===== config.mk =====
export PLATFORM = sky130hd
export DESIGN_NAME = prime_field_arithmetic_unit
export DESIGN_NICKNAME = d
export VERILOG_FILES = /design/src/rtl/pfau_pkg.sv /design/src/rtl/prime_field_arithmetic_unit.sv /design/src/rtl/pfau_modmul.sv /design/src/rtl/pfau_datapath.sv /design/src/rtl/pfau_ctrl.sv
export SDC_FILE = /design/constraint.sdc
export NUM_CORES = 2
export LEC_CHECK = 0
export BUFFER_PORTS_ARGS = -buffer_cell sky130_fd_sc_hd__buf_2
export CAP_MARGIN = 40
export CORE_UTILIZATION = 40
export CTS_CLUSTER_SIZE = 40
export DETAILED_ROUTE_END_ITERATION = 8
export HOLD_SLACK_MARGIN = 0.05
export PLACE_DENSITY_LB_ADDON = 0.12
export SKIP_CTS_REPAIR_TIMING = 1
export SLEW_MARGIN = 20
export SYNTH_ARGS = -nofsm -noshare
export SYNTH_HDL_FRONTEND = slang
export SYNTH_SLANG_ARGS = --single-unit

===== constraint.sdc =====
create_clock -name clock -period 26.8 [get_ports clock]
set_input_delay 1.34 -clock clock [delete_from_list [all_inputs] [get_ports clock]]
set_output_delay 1.34 -clock clock [all_outputs]
set_load 0.02 [all_outputs]

===== src/rtl/pfau_pkg.sv =====
package pfau_pkg;

   localparam int OP_W   = 3;
   localparam int RES_W  = 30;
   localparam int EXP_W  = 31;
   localparam int PROD_W = 2 * RES_W;
   localparam int MU_W   = RES_W + 1;
   localparam int REM_W  = RES_W + 2;

   localparam int REQ_DATA_W = 96;
   localparam int REQ_USER_W = OP_W;
   localparam int RSP_DATA_W = 32;

   localparam logic [RES_W-1:0] MODULUS = RES_W'(1000000009);

   localparam logic [63:0] MU_FULL = (64'd1 << PROD_W) / {{(64-RES_W){1'b0}}, MODULUS};
   localparam logic [MU_W-1:0] MU = MU_FULL[MU_W-1:0];

   localparam logic [EXP_W-1:0] INV_EXP = {1'b0, MODULUS - RES_W'(2)};
   localparam logic [RES_W-1:0] ONE     = RES_W'(1);

   typedef enum logic [OP_W-1:0] {
      OP_ADD = 3'd0,
      OP_SUB = 3'd1,
      OP_MUL = 3'd2,
      OP_DIV = 3'd3,
      OP_POW = 3'd4
   } opcode_type;

   typedef enum logic [1:0] {
      MSEL_SQSQ  = 2'd0,
      MSEL_ACCSQ = 2'd1,
      MSEL_AACC  = 2'd2
   } mul_sel_type;

   typedef enum logic [1:0] {
      RSEL_ADD  = 2'd0,
      RSEL_SUB  = 2'd1,
      RSEL_ACC  = 2'd2,
      RSEL_ZERO = 2'd3
   } res_sel_type;

   typedef struct packed {
      logic        load;
      logic        prep;
      logic        issue;
      mul_sel_type mul_sel;
      logic        shift;
      logic        finish;
      res_sel_type res_sel;
   } cmd_type;

   typedef struct packed {
      logic [OP_W-1:0] op;
      logic            e_zero;
      logic            e_lsb;
      logic            mul_busy;
      logic            out_free;
   } status_type;

endpackage


===== src/rtl/prime_field_arithmetic_unit.sv =====
// Arithmetic over the prime field of modulus 1000000009, one transaction at a time.
// Request channel req_*: opcode in req_tuser, residues and exponent in req_tdata.
// Response channel rsp_*: one residue per request, in request order.
// Operands at or above the modulus are reduced first. Divide by zero gives 0,
// any base to the power 0 gives 1, unused opcodes give 0.
// Add, subtract and unused opcodes finish without the multiplier; multiply issues one
// product; divide raises the divisor to the power modulus-2 for its inverse, then
// issues one product; power works through the exponent bits up to the highest set bit.
// All products go through one shared 4-stage Barrett modular multiplier; each
// exponent bit issues a squaring and, when the bit is set, a product, then
// waits for the multiplier to drain.
// A new request is taken once the previous one has moved into the response
// register, so the next transaction runs while a response waits; if the
// receiver keeps stalling, the finished result holds until the register frees.
// Reset clears the controller, the multiplier valid pipeline and the response valid; data registers are not reset.
module prime_field_arithmetic_unit (
   input  logic                               clock,
   input  logic                               reset,
   input  logic                               req_tvalid,
   output logic                               req_tready,
   // operand_a [29:0], operand_b [59:30], exponent [90:60], zero [95:91]
   input  logic [pfau_pkg::REQ_DATA_W-1:0]    req_tdata,
   // opcode [2:0]
   input  logic [pfau_pkg::REQ_USER_W-1:0]    req_tuser,
   output logic                               rsp_tvalid,
   input  logic                               rsp_tready,
   // result [29:0], zero [31:30]
   output logic [pfau_pkg::RSP_DATA_W-1:0]    rsp_tdata
);
   import pfau_pkg::*;

   cmd_type          cmd;
   status_type       status;
   logic [RES_W-1:0] result;

   pfau_ctrl u_ctrl (
      .clock      (clock),
      .reset      (reset),
      .req_tvalid (req_tvalid),
      .req_tready (req_tready),
      .status     (status),
      .cmd        (cmd)
   );

   pfau_datapath u_datapath (
      .clock      (clock),
      .reset      (reset),
      .opcode     (req_tuser[OP_W-1:0]),
      .operand_a  (req_tdata[RES_W-1:0]),
      .operand_b  (req_tdata[2*RES_W-1:RES_W]),
      .exponent   (req_tdata[2*RES_W+EXP_W-1:2*RES_W]),
      .cmd        (cmd),
      .status     (status),
      .rsp_tvalid (rsp_tvalid),
      .rsp_tready (rsp_tready),
      .result     (result)
   );

   assign rsp_tdata = {{(RSP_DATA_W-RES_W){1'b0}}, result};

endmodule


===== src/rtl/pfau_modmul.sv =====
module pfau_modmul (
   input  logic                        clock,
   input  logic                        reset,
   input  logic                        in_valid,
   input  logic                        in_dest,
   input  logic [pfau_pkg::RES_W-1:0]  x,
   input  logic [pfau_pkg::RES_W-1:0]  y,
   output logic                        out_valid,
   output logic                        out_dest,
   output logic [pfau_pkg::RES_W-1:0]  out_value,
   output logic                        busy
);
   import pfau_pkg::*;

   logic [3:0]            valid_ff, valid_in;
   logic [3:0]            dest_ff, dest_in;
   logic [PROD_W-1:0]     prod_ff, prod_in;
   logic [2*MU_W-1:0]     q2_ff, q2_in;
   logic [REM_W-1:0]      plo_ff, plo_in;
   logic [REM_W-1:0]      rem_ff, rem_in;
   logic [RES_W-1:0]      out_ff, out_in;
   logic [MU_W-1:0]       q3;
   logic [REM_W-1:0]      qm;
   logic [REM_W-1:0]      rem_m1, rem_m2;

   always_comb begin
      valid_in = {valid_ff[2:0], in_valid};
      dest_in  = {dest_ff[2:0], in_dest};
      prod_in  = PROD_W'(x) * PROD_W'(y);
      q2_in    = (2*MU_W)'(prod_ff[PROD_W-1:RES_W-1]) * (2*MU_W)'(MU);
      plo_in   = prod_ff[REM_W-1:0];
      q3       = q2_ff[2*MU_W-1:MU_W];
      qm       = REM_W'(q3) * REM_W'(MODULUS);
      rem_in   = plo_ff - qm;
      rem_m1   = rem_ff - REM_W'(MODULUS);
      rem_m2   = rem_ff - (REM_W'(MODULUS) << 1);
      priority if (rem_ff >= (REM_W'(MODULUS) << 1)) begin
         out_in = rem_m2[RES_W-1:0];
      end else if (rem_ff >= REM_W'(MODULUS)) begin
         out_in = rem_m1[RES_W-1:0];
      end else begin
         out_in = rem_ff[RES_W-1:0];
      end
   end

   always_ff @(posedge clock) begin
      if (reset) begin
         valid_ff <= '0;
      end else begin
         valid_ff <= valid_in;
      end
   end

   always_ff @(posedge clock) begin
      dest_ff <= dest_in;
      prod_ff <= prod_in;
      q2_ff   <= q2_in;
      plo_ff  <= plo_in;
      rem_ff  <= rem_in;
      out_ff  <= out_in;
   end

   assign out_valid = valid_ff[3];
   assign out_dest  = dest_ff[3];
   assign out_value = out_ff;
   assign busy      = |valid_ff;

endmodule


===== src/rtl/pfau_datapath.sv =====
module pfau_datapath (
   input  logic                         clock,
   input  logic                         reset,
   input  logic [pfau_pkg::OP_W-1:0]    opcode,
   input  logic [pfau_pkg::RES_W-1:0]   operand_a,
   input  logic [pfau_pkg::RES_W-1:0]   operand_b,
   input  logic [pfau_pkg::EXP_W-1:0]   exponent,
   input  pfau_pkg::cmd_type            cmd,
   output pfau_pkg::status_type         status,
   output logic                         rsp_tvalid,
   input  logic                         rsp_tready,
   output logic [pfau_pkg::RES_W-1:0]   result
);
   import pfau_pkg::*;

   logic [OP_W-1:0]  op_ff, op_in;
   logic [RES_W-1:0] raw_a_ff, raw_a_in;
   logic [RES_W-1:0] raw_b_ff, raw_b_in;
   logic [EXP_W-1:0] raw_e_ff, raw_e_in;
   logic [RES_W-1:0] a_ff, a_in;
   logic [RES_W-1:0] b_ff, b_in;
   logic [EXP_W-1:0] e_ff, e_in;
   logic [RES_W-1:0] acc_ff, acc_in;
   logic [RES_W-1:0] sq_ff, sq_in;
   logic [RES_W-1:0] rsp_data_ff, rsp_data_in;
   logic             rsp_valid_ff, rsp_valid_in;

   logic [RES_W-1:0] a_red, b_red;
   logic [RES_W-1:0] mul_x, mul_y;
   logic             mul_dest;
   logic             mul_out_valid, mul_out_dest, mul_busy;
   logic [RES_W-1:0] mul_out;
   logic [RES_W:0]   sum;
   logic [RES_W:0]   sum_m;
   logic [RES_W-1:0] add_res, sub_res;

   function automatic logic [RES_W-1:0] reduce(input logic [RES_W-1:0] v);
      reduce = (v >= MODULUS) ? (v - MODULUS) : v;
   endfunction

   always_comb begin
      a_red = reduce(raw_a_ff);
      b_red = reduce(raw_b_ff);

      unique case (cmd.mul_sel)
         MSEL_SQSQ: begin
            mul_x = sq_ff;
            mul_y = sq_ff;
         end
         MSEL_ACCSQ: begin
            mul_x = acc_ff;
            mul_y = sq_ff;
         end
         MSEL_AACC: begin
            mul_x = a_ff;
            mul_y = acc_ff;
         end
         default: begin
            mul_x = '0;
            mul_y = '0;
         end
      endcase
      mul_dest = (cmd.mul_sel != MSEL_SQSQ);

      sum     = {1'b0, a_ff} + {1'b0, b_ff};
      sum_m   = sum - {1'b0, MODULUS};
      add_res = (sum >= {1'b0, MODULUS}) ? sum_m[RES_W-1:0] : sum[RES_W-1:0];
      sub_res = (a_ff >= b_ff) ? (a_ff - b_ff) : (a_ff + (MODULUS - b_ff));

      op_in    = op_ff;
      raw_a_in = raw_a_ff;
      raw_b_in = raw_b_ff;
      raw_e_in = raw_e_ff;
      a_in     = a_ff;
      b_in     = b_ff;
      e_in     = e_ff;
      acc_in   = acc_ff;
      sq_in    = sq_ff;

      if (cmd.load) begin
         op_in    = opcode;
         raw_a_in = operand_a;
         raw_b_in = operand_b;
         raw_e_in = exponent;
      end

      if (cmd.prep) begin
         a_in   = a_red;
         b_in   = b_red;
         acc_in = (op_ff == OP_MUL) ? b_red : ONE;
         sq_in  = (op_ff == OP_POW) ? a_red : b_red;
         priority if (op_ff == OP_POW) begin
            e_in = raw_e_ff;
         end else if (op_ff == OP_DIV) begin
            e_in = INV_EXP;
         end else begin
            e_in = '0;
         end
      end

      if (cmd.shift) begin
         e_in = e_ff >> 1;
      end

      if (mul_out_valid) begin
         if (mul_out_dest) begin
            acc_in = mul_out;
         end else begin
            sq_in = mul_out;
         end
      end

      unique case (cmd.res_sel)
         RSEL_ADD:  rsp_data_in = add_res;
         RSEL_SUB:  rsp_data_in = sub_res;
         RSEL_ACC:  rsp_data_in = acc_ff;
         RSEL_ZERO: rsp_data_in = '0;
      endcase
      if (!cmd.finish) begin
         rsp_data_in = rsp_data_ff;
      end

      priority if (cmd.finish) begin
         rsp_valid_in = 1'b1;
      end else if (rsp_tready) begin
         rsp_valid_in = 1'b0;
      end else begin
         rsp_valid_in = rsp_valid_ff;
      end
   end

   pfau_modmul u_modmul (
      .clock     (clock),
      .reset     (reset),
      .in_valid  (cmd.issue),
      .in_dest   (mul_dest),
      .x         (mul_x),
      .y         (mul_y),
      .out_valid (mul_out_valid),
      .out_dest  (mul_out_dest),
      .out_value (mul_out),
      .busy      (mul_busy)
   );

   always_ff @(posedge clock) begin
      if (reset) begin
         rsp_valid_ff <= 1'b0;
      end else begin
         rsp_valid_ff <= rsp_valid_in;
      end
   end

   always_ff @(posedge clock) begin
      op_ff       <= op_in;
      raw_a_ff    <= raw_a_in;
      raw_b_ff    <= raw_b_in;
      raw_e_ff    <= raw_e_in;
      a_ff        <= a_in;
      b_ff        <= b_in;
      e_ff        <= e_in;
      acc_ff      <= acc_in;
      sq_ff       <= sq_in;
      rsp_data_ff <= rsp_data_in;
   end

   always_comb begin
      status.op       = op_ff;
      status.e_zero   = (e_ff == '0);
      status.e_lsb    = e_ff[0];
      status.mul_busy = mul_busy;
      status.out_free = !rsp_valid_ff || rsp_tready;
   end

   assign rsp_tvalid = rsp_valid_ff;
   assign result     = rsp_data_ff;

endmodule


===== src/rtl/pfau_ctrl.sv =====
module pfau_ctrl (
   input  logic                  clock,
   input  logic                  reset,
   input  logic                  req_tvalid,
   output logic                  req_tready,
   input  pfau_pkg::status_type  status,
   output pfau_pkg::cmd_type     cmd
);
   import pfau_pkg::*;

   typedef enum logic [7:0] {
      S_IDLE   = 8'b0000_0001,
      S_PREP   = 8'b0000_0010,
      S_BIT    = 8'b0000_0100,
      S_MULACC = 8'b0000_1000,
      S_WAIT   = 8'b0001_0000,
      S_FINAL  = 8'b0010_0000,
      S_FWAIT  = 8'b0100_0000,
      S_FINISH = 8'b1000_0000
   } state_type;

   state_type state_ff, state_in;
   logic      op_is_prod;

   always_comb begin
      op_is_prod = (status.op == OP_MUL) || (status.op == OP_DIV);

      state_in    = state_ff;
      req_tready  = 1'b0;
      cmd.load    = 1'b0;
      cmd.prep    = 1'b0;
      cmd.issue   = 1'b0;
      cmd.mul_sel = MSEL_SQSQ;
      cmd.shift   = 1'b0;
      cmd.finish  = 1'b0;

      priority if (status.op == OP_ADD) begin
         cmd.res_sel = RSEL_ADD;
      end else if (status.op == OP_SUB) begin
         cmd.res_sel = RSEL_SUB;
      end else if (op_is_prod || (status.op == OP_POW)) begin
         cmd.res_sel = RSEL_ACC;
      end else begin
         cmd.res_sel = RSEL_ZERO;
      end

      unique case (state_ff)
         S_IDLE: begin
            req_tready = 1'b1;
            if (req_tvalid) begin
               cmd.load = 1'b1;
               state_in = S_PREP;
            end
         end
         S_PREP: begin
            cmd.prep = 1'b1;
            state_in = S_BIT;
         end
         S_BIT: begin
            if (status.e_zero) begin
               state_in = op_is_prod ? S_FINAL : S_FINISH;
            end else begin
               cmd.issue   = 1'b1;
               cmd.mul_sel = MSEL_SQSQ;
               state_in    = S_MULACC;
            end
         end
         S_MULACC: begin
            cmd.issue   = status.e_lsb;
            cmd.mul_sel = MSEL_ACCSQ;
            cmd.shift   = 1'b1;
            state_in    = S_WAIT;
         end
         S_WAIT: begin
            if (!status.mul_busy) begin
               state_in = S_BIT;
            end
         end
         S_FINAL: begin
            cmd.issue   = 1'b1;
            cmd.mul_sel = MSEL_AACC;
            state_in    = S_FWAIT;
         end
         S_FWAIT: begin
            if (!status.mul_busy) begin
               state_in = S_FINISH;
            end
         end
         S_FINISH: begin
            if (status.out_free) begin
               cmd.finish = 1'b1;
               state_in   = S_IDLE;
            end
         end
         default: begin
            state_in = S_IDLE;
         end
      endcase
   end

   always_ff @(posedge clock) begin
      if (reset) begin
         state_ff <= S_IDLE;
      end else begin
         state_ff <= state_in;
      end
   end

endmodule


Word level (Yosys, flattened, before mapping) --
Cells that the tools add are included. W data, S select, Z words.
Operators by class: shift operators 0, multipliers 3, multiplexer cells 42, order comparisons 6, bitwise operators 0, div/mod/pow operators 0, add/sub/neg operators 10, equal/unequal tests 21, reductions and logical operators 14
Operator list (number):
- $mux W30 | 17
- $sub A30 B30 Y30 const B | 5
- $pmux W30 S4 | 1
- $pmux W30 S3 | 1
- $pmux W8 S8 | 1
- $mul A31 B30 Y61 const B | 1
- $ge A30 B30 Y1 const B | 2
- $mul A30 B30 Y60 | 1
- $pmux W30 S2 | 1
- $mux W8 | 6
- $ge A32 B30 Y1 const B | 1
- $ge A32 B31 Y1 const B | 1
- $mul A31 B30 Y32 const B | 1
- $sub A32 B32 Y32 | 1
- $add A30 B30 Y31 | 1
- $ge A31 B30 Y1 const B | 1
- $logic_not A31 Y1 | 1
- $mux W31 | 1
- $add A30 B30 Y30 | 1
- $ge A30 B30 Y1 | 1
- $sub A30 B30 Y30 | 1
- $sub A30 B30 Y30 const A | 1
- $mux W1 | 10
- $pmux W3 S3 | 1
- 24 further kinds | 37
Word-level totals: bits in registers 507, logic and storage cells 116, bits in latches 0, output and inout bits 34, RAM bits 0, memories kept 0, memory bits (read-only) 0

Depth between registers and ports, before layout --
depth in word-level cells 8, gate-level depth with buffers 39, mapped depth without buffers 36

Cells and area by module --
Synthesis repeated with hierarchy kept, for this count alone.
Second synthesis, totals: cell total of the unflattened synthesis 8146, area, all modules 77023.9 um^2
By module, submodules not included:
- pfau_modmul | times used 1, cells each 5923, area an instance 57137.3 um^2
- pfau_datapath | times used 1, cells each 2151, area an instance 19323.5 um^2
- pfau_ctrl | times used 1, cells each 69, area an instance 544.3 um^2
- prime_field_arithmetic_unit | times used 1, cells each 3, area an instance 18.8 um^2

Worst setup path before layout --
Ideal clock, no wire load.
path kind flip-flop to flip-flop, from register u_ctrl.state_ff[7], to register u_datapath.u_modmul.prod_ff[58], data arrival time 9.736 ns, library setup time 0.116 ns, path buffers 3, clock period less this slack 9.852 ns, slack 16.948 ns, cell stages (with the launch flop) 35, cell sequence dfxtp_1 nor4_1 nor3b_1 and3b_1 clkbuf_1 nor2_1 clkbuf_1 and2_1 a221oi_1 clkbuf_1 nor2_1 fa_1 fa_1 inv_1 fa_1 fa_1 fa_1 inv_1 fa_1 fa_1 inv_1 fa_1 inv_1 ha_1 and3_1 nand4_1 or3_1 a211o_1 and3_1 o211a_1 o31ai_1 a311oi_1 o21ai_0 nand4_1 and4_1
On the way: cells in the longest elaborated chain, start to end 6
RTL lines:
- start: declaration | line pfau_ctrl.sv:22 | state_type state_ff, state_in;
- start signal: assignment | line pfau_ctrl.sv:105 | state_ff <= state_in;
- $eq A8 B6 Y1 (tied with other cells) | line pfau_ctrl.sv:47 | unique case (state_ff)
- $pmux W3 S3 (*) | line pfau_ctrl.sv:47
- $eq A2 B1 Y1 or $logic_not A2 Y1 (tied branches) | line pfau_datapath.sv:45 | unique case (cmd.mul_sel)
- $reduce_or A2 Y1 (no source line)
- $pmux W30 S2 | line pfau_datapath.sv:45
- $mul A30 B30 Y60 (*) | line pfau_modmul.sv:29 | prod_in = PROD_W'(x) * PROD_W'(y);
- via u_datapath.u_modmul.prod_in[58] | line pfau_modmul.sv:17 | logic [PROD_W-1:0] prod_ff, prod_in;
- end signal: assignment | line pfau_modmul.sv:56 | prod_ff <= prod_in;
- end: declaration | line pfau_modmul.sv:17
The timed path passes the listed nets; every way through them passes the cells marked *. A chain may end at the register's enable or synchronous reset.

Final worst setup path --
from register u_ctrl.state_ff[7], to register u_datapath.u_modmul.prod_ff[54]
The elaborated chain is that of the path after synthesis.

==> qor.csv <==
metric,value,unit
multi_input_comb_area,56300,µm²
place_area,79270,µm²
critPathLaunchType,flip-flop,
worst_ep_required_time,27.39,ns
drt-pass1-iter-count,8,
yosysTopAreaCell,fa_1,
grt_max_degree,119,
cp.arrival,12.39,ns
critPathCaptureType,flip-flop,
grt_pass1_wl,373700,µm
reg2reg_slack,15.00,ns
min_period_over_period,44.04,%
clock_path_buffers,3,
grt.total_usage,26.84,%
gp_congestion,0.9314,
wl_per_cell,23.76,µm
yosysMostFrequentCell,inv_1,
dp_slack,15.09,ns
cts_made_buffers,56,
area_growth,8.594,%
clkSinkCount,477,
holdWs,0.3134,ns
maxSlewHeadroom,26.09,%
maxCapViolCount,0,
netlist_top_cells_area,"fa_1, ha_1, edfxtp_1, inv_1, dfxtp_1",
syn_avg_cell_area,9.480,µm²
synth_cell_types,93,
initial_core_util,40.34,%
reg2reg_to,u_datapath.u_modmul.prod_ff[54],
setup_viol,0,
critPathLaunch,u_ctrl.state_ff[7],
hold_path_class,flip-flop to flip-flop,
r2r-start,u_ctrl.state_ff[7],
drc,0,
cpMaxStageDelayCell,a221o_1,
yosys_warnings,0,
cts_tree,built,
crit_top_cell,fa_1,
synth_ff_type,dfxtp_1,
ant_nets,0,
first_global_vias,58344,
clk_latency,0.72,ns
via_per_inst,5.333,
worstPathMaxFanout,75,
clkTransAtPathRegs,0.06,ns
fillers,18231,
hold_violations,0,
synth_commonest_cells,"inv_1, fa_1, ha_1, nor2_1, nand2_1",
synth_edf_count,214,
stdcell_area,81330,µm²
via_count,56029,
finalCriticalPeriod,11.80,ns
yosysSeqAreaShare,15.61,%
slew_viol_final,0,
drt_iter0_drc,4063,
rsz0062_at_grt,false,
nets,10323,
worst_pin_slew,1.109,ns
die_width,434.7,µm
status,finished clean,
antenna_found_initial,5,
die_area,189000,µm²
hpwl,203800,µm
clock_skew,0.1071,ns
max_stage_delay,0.81,ns
core,185600,µm²
syn_area,74890,µm²
tns,0,ns
worstRegToRegCells,33,
portBuffers,129,
pin_count,137,
worstSetupPathType,flip-flop to flip-flop,
wl,249700,µm
min_path_cells,0,
drive_gt1_share,6.308,%
h-tree-depth,2,
die_y,434.7,µm
num_rows,158,
crit_end,u_datapath.u_modmul.prod_ff[54],
worst_slack,15.00,ns
fmax,84.73,MHz
grt-ovfl-total,0,
async_flop_share,0,%
synth_top_area_share,33.98,%
syn_inst,7900,
clockRootBuffer,clkbuf_16,
ff_latch_area,11690,µm²
ys_ff_latch,477,
[cells in the final DEF, fill, tap and decap left out, types with 37 or more instances in the layout]
master / Yosys / final
and3_1: 60 / 60
dfxtp_1: 263 / 263
clkbuf_16: 0 / 63
xnor2_1: 221 / 221
inv_1: 1686 / 1685
a221o_1: 37 / 37
nor2_1: 768 / 767
edfxtp_1: 214 / 214
xor2_1: 86 / 86
a21o_1: 83 / 83
buf_4: 2 / 119
o21bai_1: 39 / 39
a21oi_1: 288 / 287
buf_2: 7 / 129
nand3_1: 48 / 48
nand2b_1: 48 / 48
a22oi_1: 46 / 46
nand2_1: 580 / 579
ha_1: 972 / 972
o21ai_0: 218 / 218
and2_1: 54 / 53
nor2b_1: 44 / 42
nor3_1: 63 / 61
fa_1: 1271 / 1271
[how the worst min path moves through the flow]
stage                                               start                        endpoint  slack, ns
after floorplan            u_datapath.u_modmul.dest_ff[0]  u_datapath.u_modmul.dest_ff[1]       0.31
after global placement     u_datapath.u_modmul.dest_ff[0]  u_datapath.u_modmul.dest_ff[1]       0.31
after detailed placement   u_datapath.u_modmul.dest_ff[1]  u_datapath.u_modmul.dest_ff[2]       0.31
after CTS                 u_datapath.u_modmul.prod_ff[14]  u_datapath.u_modmul.plo_ff[14]       0.31
after global routing      u_datapath.u_modmul.prod_ff[14]  u_datapath.u_modmul.plo_ff[14]       0.32
final                     u_datapath.u_modmul.prod_ff[14]  u_datapath.u_modmul.plo_ff[14]       0.31
[worst max-delay path: cells and delay by family (launching register included)]
family / cells / cell delay (ns)
compound gates: 7 / 2.71
buf+inv: 7 / 1.74
simple gates: 9 / 2.42
xor+xnor: 1 / 0.28
fa+ha+maj: 9 / 4.18
flops: 1 / 0.34
[area by class of cell]
class	count	area share, %
Clock inverter	24	0.3246
Tap cell	2480	3.815
Timing Repair Buffer	268	2.305
Antenna cell	4	0.01231
Multi-Input combinational cell	5483	69.22
Clock buffer	79	2.140
Sequential cell	477	14.38
Inverter	1691	7.805
[cell families after synthesis]
kind of cell	after synthesis	synth area share, %
fa+ha+maj	2243	50.21
buf+inv	1941	9.760
simple gates	1830	10.76
compound gates	1026	9.008
flops	477	15.61
xor+xnor	307	3.590
mux	75	1.054
other cells	1	0.005007
[through the flow]
step	instances	utilization (%)
after floorplan	7901	-
after global placement	10372	42.52
after detailed placement	10397	42.70
after CTS	10500	43.78
after global routing	10502	43.81
final	10506	43.81
[layer usage]
layer	GRT usage, %	share of wire (%)	vias to the layer above
li1	-	-	25214
met1	35.84	42	28504
met2	43.81	46	1909
met3	3.265	6.5	392
met4	11.56	5.0	10
met5	0	0.033	-
[sequential cells by signal, summed over array words and instances (netlist names), 31 cells and up]
register	cells
u_datapath.u_modmul.plo_ff	32
u_datapath.raw_e_ff	31
u_datapath.u_modmul.prod_ff	60
u_datapath.u_modmul.q2_ff	31
u_datapath.u_modmul.rem_ff	32
u_datapath.e_ff	31
Power is left out: the tool's default activity adds up to more than one toggle a clock period on the data nets, which glitch-free logic cannot reach.
